`config.mk`:
```
export PLATFORM = sky130hd
export DESIGN_NAME = pid_motor_speed_loop
export DESIGN_NICKNAME = d
export VERILOG_FILES = /design/src/design/pidm_pkg.sv /design/src/design/pid_motor_speed_loop.sv /design/src/design/pidm_mul.sv /design/src/design/pidm_div.sv
export SDC_FILE = /design/constraint.sdc
export NUM_CORES = 2
export LEC_CHECK = 0
export BUFFER_PORTS_ARGS = -buffer_cell sky130_fd_sc_hd__buf_2
export CAP_MARGIN = 25
export CORE_MARGIN = 2
export CORE_UTILIZATION = 25
export DETAILED_ROUTE_END_ITERATION = 10
export GPL_ROUTABILITY_DRIVEN = 0
export GPL_TIMING_DRIVEN = 0
export SETUP_SLACK_MARGIN = 0.02
export SLEW_MARGIN = 0
export SYNTH_ARGS = -nofsm -noshare
export SYNTH_HDL_FRONTEND = slang
export SYNTH_HIERARCHICAL = 1
export SYNTH_SLANG_ARGS = --single-unit
```
`constraint.sdc`:
```
create_clock -name clk -period 8 [get_ports clk]
set_clock_uncertainty 0.15 [all_clocks]
set_input_delay 1.6 -clock clk [delete_from_list [all_inputs] [get_ports clk]]
set_output_delay 1.6 -clock clk [all_outputs]
set_load 0.05 [all_outputs]
```
`src/design/pidm_pkg.sv`:
```
`default_nettype none

package pidm_pkg;

  // operand and product widths of the shared multiplier
  localparam int MUL_A_W = 33;
  localparam int MUL_B_W = 17;
  localparam int PROD_W  = MUL_A_W + MUL_B_W;

  // width of the shared divider (dividend, divisor and quotient)
  localparam int DIV_W   = 24;
  localparam int DIV_CNT_W = $clog2(DIV_W + 1);

  localparam int SPEED_W = 20;
  localparam int ERR_W   = 21;
  localparam int DIFF_W  = 22;
  localparam int INTEG_W = 32;
  localparam int GAIN_W  = 16;
  localparam int DUTY_W  = 8;
  localparam int PULSE_W = 8;
  localparam int MS_W    = 16;

  localparam int PULSES_PER_TURN = 20;
  localparam int MS_PER_MINUTE   = 60000;
  localparam logic [SPEED_W-1:0] SPEED_MAX = '1;

  // configuration register indexes
  localparam int CFG_IDX_W = 3;
  localparam int CFG_DATA_W = 20;
  localparam logic [CFG_IDX_W-1:0] REG_TARGET  = 3'd0;
  localparam logic [CFG_IDX_W-1:0] REG_FORWARD = 3'd1;
  localparam logic [CFG_IDX_W-1:0] REG_GAIN_P  = 3'd2;
  localparam logic [CFG_IDX_W-1:0] REG_GAIN_I  = 3'd3;
  localparam logic [CFG_IDX_W-1:0] REG_GAIN_D  = 3'd4;

  typedef struct packed {
    logic busy;
    logic done;
  } div_stat_t;

endpackage

`default_nettype wire

```
`src/design/pid_motor_speed_loop.sv`:
```
`default_nettype none

// Speed loop for one motor. Each request carries the encoder pulse count and
// the milliseconds since the last tick; the block measures the speed as
// pulses*60000/(ms*20) in RPM (saturated), forms the error against target_rpm,
// adds error*ms to a saturating 32-bit integral, takes (error - last error)/ms
// truncated toward zero as derivative, and sums the three Q8.8 gain terms into
// a 0..255 duty. Each request makes two passes through the bit-serial
// divider (24 quotient bits each, speed then derivative) with sequencing
// around the shared registered multiplier, then returns to idle to take
// the next request; requests are handled one at a time. Input is taken
// only while the loop is idle; the result sits in an output register, so
// the next request can start while it waits, and a request that finishes
// while the previous result is still waiting holds until it is taken.
// Writing target_rpm clears the integral and the last error; configuration
// writes belong between requests.
module pid_motor_speed_loop (
  input  wire                                 clk,
  input  wire                                 rst,
  input  wire                                 s_axis_tvalid,
  output logic                                s_axis_tready,
  // [7:0] pulse_count, [23:8] elapsed_ms
  input  wire  [23:0]                         s_axis_tdata,
  output logic                                m_axis_tvalid,
  input  wire                                 m_axis_tready,
  // [19:0] speed_rpm, [40:20] speed_error, [48:41] drive_duty,
  // [49] drive_forward, [55:50] zero
  output logic [55:0]                         m_axis_tdata,
  input  wire                                 cfg_we,
  input  wire  [pidm_pkg::CFG_IDX_W-1:0]      cfg_index,
  input  wire  [pidm_pkg::CFG_DATA_W-1:0]     cfg_data
);
  import pidm_pkg::*;

  localparam logic [3:0] ST_IDLE  = 4'd0;
  localparam logic [3:0] ST_NUM   = 4'd1;
  localparam logic [3:0] ST_DEN   = 4'd2;
  localparam logic [3:0] ST_SDIV  = 4'd3;
  localparam logic [3:0] ST_SWAIT = 4'd4;
  localparam logic [3:0] ST_EMUL  = 4'd5;
  localparam logic [3:0] ST_INT   = 4'd6;
  localparam logic [3:0] ST_DWAIT = 4'd7;
  localparam logic [3:0] ST_PTERM = 4'd8;
  localparam logic [3:0] ST_ITERM = 4'd9;
  localparam logic [3:0] ST_DTERM = 4'd10;
  localparam logic [3:0] ST_SUM   = 4'd11;
  localparam logic [3:0] ST_OUT   = 4'd12;

  logic [3:0] state;

  // configuration
  logic [SPEED_W-1:0]       target_rpm;
  logic                     run_forward;
  logic signed [GAIN_W-1:0] gain_p;
  logic signed [GAIN_W-1:0] gain_i;
  logic signed [GAIN_W-1:0] gain_d;

  // loop state
  logic signed [INTEG_W-1:0] integral_sum;
  logic signed [ERR_W-1:0]   last_error;

  // per-request working registers
  logic [PULSE_W-1:0]        pulses;
  logic [MS_W-1:0]           ms;
  logic [DIV_W-1:0]          num;
  logic [SPEED_W-1:0]        speed;
  logic signed [ERR_W-1:0]   err;
  logic signed [INTEG_W-1:0] integ;
  logic signed [DIFF_W-1:0]  deriv;
  logic                      dneg;
  logic signed [PROD_W-1:0]  acc;

  // shared units
  logic signed [MUL_A_W-1:0] mul_a;
  logic signed [MUL_B_W-1:0] mul_b;
  logic signed [PROD_W-1:0]  prod;
  logic                      div_start;
  logic [DIV_W-1:0]          div_dividend;
  logic [DIV_W-1:0]          div_divisor;
  logic [DIV_W-1:0]          div_q;
  div_stat_t                 div_st;

  logic signed [ERR_W-1:0]   err_next;
  logic signed [DIFF_W-1:0]  diff;
  logic [DIFF_W-1:0]         diff_mag;
  logic signed [INTEG_W+5:0] integ_wide;
  logic signed [INTEG_W-1:0] integ_next;
  logic [SPEED_W-1:0]        speed_next;
  logic [DUTY_W-1:0]         duty;
  logic                      out_free;

  pidm_mul u_mul (
    .clk  (clk),
    .a    (mul_a),
    .b    (mul_b),
    .prod (prod)
  );

  pidm_div u_div (
    .clk      (clk),
    .rst      (rst),
    .start    (div_start),
    .dividend (div_dividend),
    .divisor  (div_divisor),
    .quotient (div_q),
    .stat     (div_st)
  );

  assign err_next = ERR_W'($signed({1'b0, target_rpm}) - $signed({1'b0, speed}));
  assign diff     = DIFF_W'(err_next) - DIFF_W'(last_error);
  assign diff_mag = diff[DIFF_W-1] ? DIFF_W'(-diff) : diff;

  // integral update with saturation to 32 bits
  assign integ_wide = (INTEG_W+6)'(integral_sum) + (INTEG_W+6)'(prod[INTEG_W+5:0]);
  always_comb begin
    if (integ_wide[INTEG_W+5:INTEG_W-1] == '0 || integ_wide[INTEG_W+5:INTEG_W-1] == '1) begin
      integ_next = integ_wide[INTEG_W-1:0];
    end else if (integ_wide[INTEG_W+5]) begin
      integ_next = {1'b1, {(INTEG_W-1){1'b0}}};
    end else begin
      integ_next = {1'b0, {(INTEG_W-1){1'b1}}};
    end
  end

  // zero elapsed time: full scale when any pulse came in
  always_comb begin
    if (ms == '0) begin
      speed_next = (pulses != '0) ? SPEED_MAX : '0;
    end else if (div_q > DIV_W'(SPEED_MAX)) begin
      speed_next = SPEED_MAX;
    end else begin
      speed_next = div_q[SPEED_W-1:0];
    end
  end

  always_comb begin
    if (acc[PROD_W-1] || acc == '0) begin
      duty = '0;
    end else if (acc[PROD_W-1:16] != '0) begin
      duty = '1;
    end else begin
      duty = acc[15:8];
    end
  end

  always_comb begin
    mul_a = '0;
    mul_b = '0;
    unique case (state)
      ST_NUM: begin
        mul_a = MUL_A_W'(pulses);
        mul_b = MUL_B_W'(MS_PER_MINUTE);
      end
      ST_DEN: begin
        mul_a = MUL_A_W'(ms);
        mul_b = MUL_B_W'(PULSES_PER_TURN);
      end
      ST_EMUL: begin
        mul_a = MUL_A_W'(err_next);
        mul_b = MUL_B_W'(ms);
      end
      ST_PTERM: begin
        mul_a = MUL_A_W'(err);
        mul_b = MUL_B_W'(gain_p);
      end
      ST_ITERM: begin
        mul_a = MUL_A_W'(integ);
        mul_b = MUL_B_W'(gain_i);
      end
      ST_DTERM: begin
        mul_a = MUL_A_W'(deriv);
        mul_b = MUL_B_W'(gain_d);
      end
      default: begin
        mul_a = '0;
        mul_b = '0;
      end
    endcase
  end

  assign div_start    = (state == ST_SDIV) || (state == ST_EMUL);
  assign div_dividend = (state == ST_SDIV) ? num : DIV_W'(diff_mag);
  assign div_divisor  = (state == ST_SDIV) ? prod[DIV_W-1:0] : DIV_W'(ms);

  assign s_axis_tready = (state == ST_IDLE);
  assign out_free      = !m_axis_tvalid || m_axis_tready;

  always_ff @(posedge clk) begin
    if (rst) begin
      state         <= ST_IDLE;
      m_axis_tvalid <= 1'b0;
      target_rpm    <= '0;
      run_forward   <= 1'b0;
      gain_p        <= '0;
      gain_i        <= '0;
      gain_d        <= '0;
      integral_sum  <= '0;
      last_error    <= '0;
    end else begin
      if (state == ST_OUT && out_free) begin
        m_axis_tvalid <= 1'b1;
      end else if (m_axis_tready) begin
        m_axis_tvalid <= 1'b0;
      end
      unique case (state)
        ST_IDLE:  if (s_axis_tvalid) state <= ST_NUM;
        ST_NUM:   state <= ST_DEN;
        ST_DEN:   state <= ST_SDIV;
        ST_SDIV:  state <= ST_SWAIT;
        ST_SWAIT: if (div_st.done) state <= ST_EMUL;
        ST_EMUL:  state <= ST_INT;
        ST_INT:   state <= ST_DWAIT;
        ST_DWAIT: if (div_st.done) state <= ST_PTERM;
        ST_PTERM: state <= ST_ITERM;
        ST_ITERM: state <= ST_DTERM;
        ST_DTERM: state <= ST_SUM;
        ST_SUM:   state <= ST_OUT;
        ST_OUT: begin
          if (out_free) begin
            integral_sum  <= integ;
            last_error    <= err;
            state         <= ST_IDLE;
          end
        end
        default:  state <= ST_IDLE;
      endcase
      // register writes come last so a setpoint write always clears the loop state
      if (cfg_we) begin
        unique case (cfg_index)
          REG_TARGET: begin
            target_rpm   <= cfg_data[SPEED_W-1:0];
            integral_sum <= '0;
            last_error   <= '0;
          end
          REG_FORWARD: run_forward <= cfg_data[0];
          REG_GAIN_P:  gain_p <= cfg_data[GAIN_W-1:0];
          REG_GAIN_I:  gain_i <= cfg_data[GAIN_W-1:0];
          REG_GAIN_D:  gain_d <= cfg_data[GAIN_W-1:0];
          default: ;
        endcase
      end
    end
  end

  // datapath registers
  always_ff @(posedge clk) begin
    unique case (state)
      ST_IDLE: begin
        pulses <= s_axis_tdata[PULSE_W-1:0];
        ms     <= s_axis_tdata[PULSE_W+MS_W-1:PULSE_W];
      end
      ST_DEN: num <= prod[DIV_W-1:0];
      ST_SWAIT: if (div_st.done) speed <= speed_next;
      ST_EMUL: begin
        err  <= err_next;
        dneg <= diff[DIFF_W-1];
      end
      ST_INT: integ <= integ_next;
      ST_DWAIT: begin
        if (div_st.done) begin
          // truncation toward zero: divide the magnitude, then restore the sign
          if (ms == '0) begin
            deriv <= '0;
          end else if (dneg) begin
            deriv <= -$signed(div_q[DIFF_W-1:0]);
          end else begin
            deriv <= $signed(div_q[DIFF_W-1:0]);
          end
        end
      end
      ST_ITERM: acc <= prod;
      ST_DTERM: acc <= acc + prod;
      ST_SUM:   acc <= acc + prod;
      ST_OUT: begin
        if (out_free) begin
          m_axis_tdata <= {6'd0, run_forward, duty, err, speed};
        end
      end
      default: ;
    endcase
  end

`ifndef SYNTHESIS
  a_div_done_expected: assert property (@(posedge clk) disable iff (rst)
    div_st.done |-> (state == ST_SWAIT || state == ST_DWAIT))
    else $error("divider finished outside a wait state");

  a_one_at_a_time: assert property (@(posedge clk) disable iff (rst)
    (s_axis_tvalid && s_axis_tready) |=> !s_axis_tready)
    else $error("second request taken while busy");

  a_setpoint_clears: assert property (@(posedge clk) disable iff (rst)
    (cfg_we && cfg_index == REG_TARGET) |=> (integral_sum == '0 && last_error == '0))
    else $error("setpoint write left loop state behind");

  a_result_loaded: assert property (@(posedge clk) disable iff (rst)
    (state == ST_OUT && out_free) |=> (m_axis_tvalid && state == ST_IDLE))
    else $error("result not presented");
`endif

endmodule

`default_nettype wire

```
`src/design/pidm_mul.sv`:
```
`default_nettype none

module pidm_mul (
  input  wire                                   clk,
  input  wire signed [pidm_pkg::MUL_A_W-1:0]    a,
  input  wire signed [pidm_pkg::MUL_B_W-1:0]    b,
  output logic signed [pidm_pkg::PROD_W-1:0]    prod
);
  import pidm_pkg::*;

  // one signed product per cycle, registered
  always_ff @(posedge clk) begin
    prod <= PROD_W'(a) * PROD_W'(b);
  end

endmodule

`default_nettype wire

```
`src/design/pidm_div.sv`:
```
`default_nettype none

module pidm_div (
  input  wire                               clk,
  input  wire                               rst,
  input  wire                               start,
  input  wire [pidm_pkg::DIV_W-1:0]         dividend,
  input  wire [pidm_pkg::DIV_W-1:0]         divisor,
  output logic [pidm_pkg::DIV_W-1:0]        quotient,
  output pidm_pkg::div_stat_t               stat
);
  import pidm_pkg::*;

  logic [DIV_W-1:0]     rem;
  logic [DIV_W-1:0]     dsor;
  logic [DIV_CNT_W-1:0] cnt;
  logic                 busy;
  logic                 done;
  logic [DIV_W:0]       shifted;
  logic                 fits;

  // restoring division, one quotient bit per cycle
  assign shifted = {rem, quotient[DIV_W-1]};
  assign fits    = shifted >= {1'b0, dsor};

  always_ff @(posedge clk) begin
    if (rst) begin
      busy <= 1'b0;
      done <= 1'b0;
      cnt  <= '0;
    end else begin
      done <= 1'b0;
      if (start) begin
        busy <= 1'b1;
        cnt  <= DIV_CNT_W'(DIV_W);
      end else if (busy) begin
        cnt <= cnt - 1'b1;
        if (cnt == DIV_CNT_W'(1)) begin
          busy <= 1'b0;
          done <= 1'b1;
        end
      end
    end
  end

  always_ff @(posedge clk) begin
    if (start) begin
      rem      <= '0;
      quotient <= dividend;
      dsor     <= divisor;
    end else if (busy) begin
      if (fits) begin
        rem <= DIV_W'(shifted - {1'b0, dsor});
      end else begin
        rem <= shifted[DIV_W-1:0];
      end
      quotient <= {quotient[DIV_W-2:0], fits};
    end
  end

  assign stat.busy = busy;
  assign stat.done = done;

endmodule

`default_nettype wire

```
== Yosys cells after proc, flatten, opt, wreduce, memory -nomap -nowiden ==
Index checks and enable logic that the tools add are counted.
Operators by class
  add/subtract/negate cells: 8
  $mul: 1
  $lt $le $gt $ge: 2
  equal/unequal tests: 22
  mux-type cells: 37
  bitwise gates (word level): 1
  reductions and logical operators: 28
Operator list (number)
  $pmux W33 S6: 1
  $mux W32: 6
  $pmux W17 S6: 1
  $pmux W50 S2: 1
  $mux W24: 4
  $mux W21: 4
  $mux W20: 3
  $pmux W4 S13: 1
  $add A50 B50 Y50: 1
  $logic_not A50 Y1: 1
  $mul A33 B17 Y50: 1
  $mux W22: 2
  $neg A22 Y22: 2
  $add A38 B38 Y38: 1
  $reduce_bool A34 Y1: 1
  $ge A25 B24 Y1: 1
  $gt A24 B20 Y1 const B: 1
  $sub A24 B24 Y24: 1
  $sub A21 B21 Y22: 1
  $sub A20 B20 Y21: 1
  $eq A4 B4 Y1 const B: 5
  $eq A4 B3 Y1 const B: 4
  $logic_not A16 Y1: 1
  $mux W16: 1
  other kinds (27): 53
Word-level totals
  register bits after elaboration: 500
  output and inout port bits: 58
  logic and storage cells: 128

== Logic depth before layout (Yosys ltp) ==
  depth in word-level cells: 6
  depth in mapped cells: 40

== Hierarchy ==
The synthesis kept the hierarchy.
Modules (own cells, without submodules)
  pid_motor_speed_loop: instances 1, cells an instance 2523, area an instance 22431.5 um^2, seq. area each 9869.5 um^2
  pidm_mul: instances 1, cells an instance 2118, area an instance 19886.6 um^2, seq. area each 1001.0 um^2
  pidm_div: instances 1, cells an instance 439, area an instance 4551.9 um^2, seq. area each 2062.0 um^2

== Worst setup path before layout ==
OpenSTA, ideal clock, no wires.
  path kind: reg-to-reg
  start: register speed[0]
  end: register u_mul/prod[46] (netlist bit)
  library setup time: 0.133 ns
  data arrival time: 8.314 ns
  data required time: 7.717 ns
  slack: -0.598 ns
  cell stages (with the launch flop): 34
  period minus slack after synthesis: 8.598 ns
  cells stage by stage: edfxtp_1 > ha_1 > fa_1 > nor2b_1 > o21a_1 > o21ai_0 > a21oi_1 > o21ai_0 > a21oi_1 > a221o_1 > a311oi_1 > nor2_1 > clkbuf_1 > nand3_1 > clkbuf_1 > and2_1 > fa_1 > inv_1 > fa_1 > fa_1 > fa_1 > fa_1 > fa_1 > inv_1 > ha_1 > a211o_1 > a21o_1 > or4_4 > a32oi_2 > o211ai_2 > a31o_1 > a21o_1 > mux2i_1 > o2111ai_1
Between the ends
  longest elaborated chain between the ends: 3
Ends and longest elaborated chain
  from (decl): RTL line pid_motor_speed_loop.sv:66  | logic [SPEED_W-1:0] speed;
  from (signal assigned): RTL line pid_motor_speed_loop.sv:253  | ST_SWAIT: if (div_st.done) speed <= speed_next;
  $sub A20 B20 Y21: RTL line pid_motor_speed_loop.sv:109  | assign err_next = ERR_W'($signed({1'b0, target_rpm}) - $signed({1'b0, speed}));
  $pmux W33 S6: RTL line pid_motor_speed_loop.sv:149  | unique case (state)
  net mul_a[26]: RTL line pid_motor_speed_loop.sv:74  | logic signed [MUL_A_W-1:0] mul_a;
  $mul A33 B17 Y50: RTL line pidm_mul.sv:13  | prod <= PROD_W'(a) * PROD_W'(b);
  to (signal assigned): RTL line pidm_mul.sv:13
  to (decl): RTL line pidm_mul.sv:7  | output logic signed [pidm_pkg::PROD_W-1:0] prod
The timed path passes the listed nets, and every way through them passes these cells.
A chain may end at the register's enable or synchronous reset.

== Final worst setup path ==
Ends and elaborated chain as after synthesis.

==> summary.md <==
| Metric | Value |
|---|---|
| Status | finished with violations |
| Violated checks | negative setup slack |
| Worst path required time | 8.32 ns |
| Reg2Reg Depth | 34 |
| Die area | 191000 µm² |
| Worst Hold Class | flip-flop to flip-flop |
| CP Capture Type | flip-flop |
| IO Pins | 110 |
| Cell Pwr Density | 145 nW/µm² |
| # hold bufs at CTS | 0 |
| Initial antenna violation count | 6 |
| CP startpoint kind | flip-flop |
| Worst IR drop on VDD | 147 µV |
| Slowest stage cell, crit path | fa_1 |
| Crit path buf inv count | 5 |
| Via count | 39.0k |
| Post-route minimum period | 9.21 ns |
| Hold Fails Final Rpt | 0 |
| Pint | 5.31 mW |
| Worst slew pin tran | 1.01 ns |
| Worst-path clk slew | 0.06 ns |
| Cells after synthesis | 5079 |
| Reg area | 12900 µm² |
| Routed wire length | 159000 µm |
| Final TNS setup | -22.00 ns |
| Crit path DAT | 9.53 ns |
| Gate power share | 28.3% |
| First-pass GRT wire length | 235000 µm |
| Total GRT Usage | 16.1% |
| CTS tree | done |
| Setup WS pre-CTS | -2.44 ns |
| Seq pwr share | 38.8% |
| Sw frac | 34.2% |
| Final nets | 6268 |
| Max Slew Vio Count | 0 |
| Initial DRT Pass Iterations | 9 |
| Worst setup margin | -1.21 ns |
| Largest net degree at the start of global routing | 34 |
| Crit path max fanout | 10 |
| Post-layout util | 30.0% |
| Crit path max-delay family | adder cells |
| Chip width | 437 µm |
| Hold Path End | m_axis_tdata[49]$_DFFE_PP_ |
| Vias/cell | 4.91 |
| IO Port Bufs | 103 |
| Worst Setup Path Type | flip-flop to flip-flop |
| Hold_sp | run_forward$_SDFFE_PP0P_ |
| Setup violators final | 33 |
| Number of DRC markers in iteration 0 | 3602 |
| Chip Height | 437 µm |
| Synthesized area | 46900 µm² |
| Worst slew margin | 31.0% |
| CTS sink count | 500 |
| Clock H-tree levels | 2 |
| Fill cells | 19.4k |
| Vias in the first global route | 38.1k |
| Leak pwr | 24.2 nW |
| Crit path top cell by count | fa_1 |
| Syn Area/Cell | 9.23 µm² |
| Cell area after layout | 55800 µm² |
| Internal reg-to-reg setup slack | -1.21 ns |
| Core Region | 186000 µm² |
| Layout cells sized above 1 | 14.2% |
| Clk_lat worst skew | 0.69 ns |
| RSZ-0062 raised after global routing | true |
| Root Driver | clkbuf_16 |
| Fmax | 109 MHz |
| Max Cap Viol | 0 |
| Row Count | 158 |
| Net Sw Power | 2.76 mW |
| Grt ovf | 0 |
| Initial Util | 25.2% |
| Multi-input gate area | 32100 µm² |
| Max incr delay on CP | 0.62 ns |
| Worst hold path depth | 0 |
| DRC viols | 0 |
| WL/cell | 20.0 µm |
| Area delta synth->final | 19.1% |
| Syn. warnings | 6 |
| ANT nets after route | 0 |
| Placed cell area | 50900 µm² |
| Worst R2R Start | speed[0]$_DFFE_PP_ |
| Dpl hpwl | 126000 µm |
| Final period util | 115% |
| Bufs on Longest Clock Path | 3 |
| Clock power frac | 32.9% |
| R2R Path End | u_mul/prod[46]$_DFF_P_ |
| Num CTS Buffers | 54 |
==> metal layers <==
layer  vias to the layer above  share of wire, %  track usage (%)
met2                      1632                46             26.2
met4                         0               5.2             7.11
li1                      17500                 -                -
met3                       380               7.9             2.70
met1                     19400                40             20.8
met5                         -                 0                0
==> worst reg2reg max path, delay by kind of cell, from the launching register on <==
kind            cells  cell delay (ns)
fa+ha+maj           9             3.88
compound gates     14             2.76
simple gates        5             0.85
buf+inv             5             0.77
flops               1             0.41
mux                 1             0.19
==> sequential cells by signal, summed over array words and instances (netlist names), 21 cells and up <==
signal	flops
u_mul/prod	50
err	21
acc	50
integral_sum	32
num	24
integ	32
u_div/dsor	24
deriv	22
last_error	21
u_div/quotient	24
u_div/rem	24
m_axis_tdata	50
==> power by group through the flow <==
stage	Combinational, mW	Sequential (mW)	Clock, mW
6_report	2.28	3.14	2.65
5_1_grt	2.49	3.14	2.78
4_1_cts	2.21	3.12	2.70
3_5_place_dp	2.10	3.18	0
3_3_place_gp	2.07	3.18	0
2_1_floorplan	1.56	3.04	0
==> metrics by stage <==
| stage | total power [mW] | hold WS (ns) | cells |
|---|---|---|---|
| after floorplan | 4.60 | 0.258 | 5084 |
| after global placement | 5.25 | 0.274 | 7667 |
| after detailed placement | 5.28 | 0.274 | 7680 |
| after CTS | 8.03 | 0.291 | 7876 |
| after global routing | 8.41 | 0.303 | 7928 |
| final | 8.07 | 0.298 | 7932 |
==> worst max-delay path by stage <==
stage / to / depth (start not counted) / start / slack [ns]
finish: u_mul/prod[46]$_DFF_P_ / 34 / speed[0]$_DFFE_PP_ / -1.21
global route: u_mul/prod[46]$_DFF_P_ / 34 / speed[0]$_DFFE_PP_ / -1.46
CTS: u_mul/prod[46]$_DFF_P_ / 34 / speed[2]$_DFFE_PP_ / -1.0
detailed placement: u_mul/prod[47]$_DFF_P_ / 28 / state[0]$_SDFFE_PP0P_ / -2.44
global placement: u_mul/prod[47]$_DFF_P_ / 27 / state[3]$_SDFFE_PP0P_ / -2.43
floorplan: u_mul/prod[46]$_DFF_P_ / 33 / speed[0]$_DFFE_PP_ / -0.14
==> cell type report <==
| type | count | area share [%] |
|---|---|---|
| Clock inverter | 34 | 0.827 |
| Tap cell | 2480 | 5.56 |
| Timing Repair Buffer | 268 | 3.65 |
| Multi-Input combinational cell | 3732 | 57.5 |
| Antenna cell | 4 | 0.0179 |
| Clock buffer | 67 | 2.51 |
| Buffer | 232 | 2.65 |
| Inverter | 615 | 4.14 |
| Sequential cell | 500 | 23.2 |
==> what timing repair did <==
item	CTS	global route
buffers inserted	96	57
pin swaps	121	117
endpoints found under the hold margin	0	0
setup endpoints to repair	40	37
gates resized for setup	321	120
cloned	3	0
==> layout by cell type (no fill, tap or decap), drive strengths merged, types with 116 or more instances in the layout <==
master and instances:
nand2 841, inv 613, fa 541, a21oi 331, buf 303, edfxtp 292
ha 272, clkbuf 264, and2 258, nor2 252, dfxtp 208, o21ai 198
xnor2 116
(Power assumes the default switching activity.)
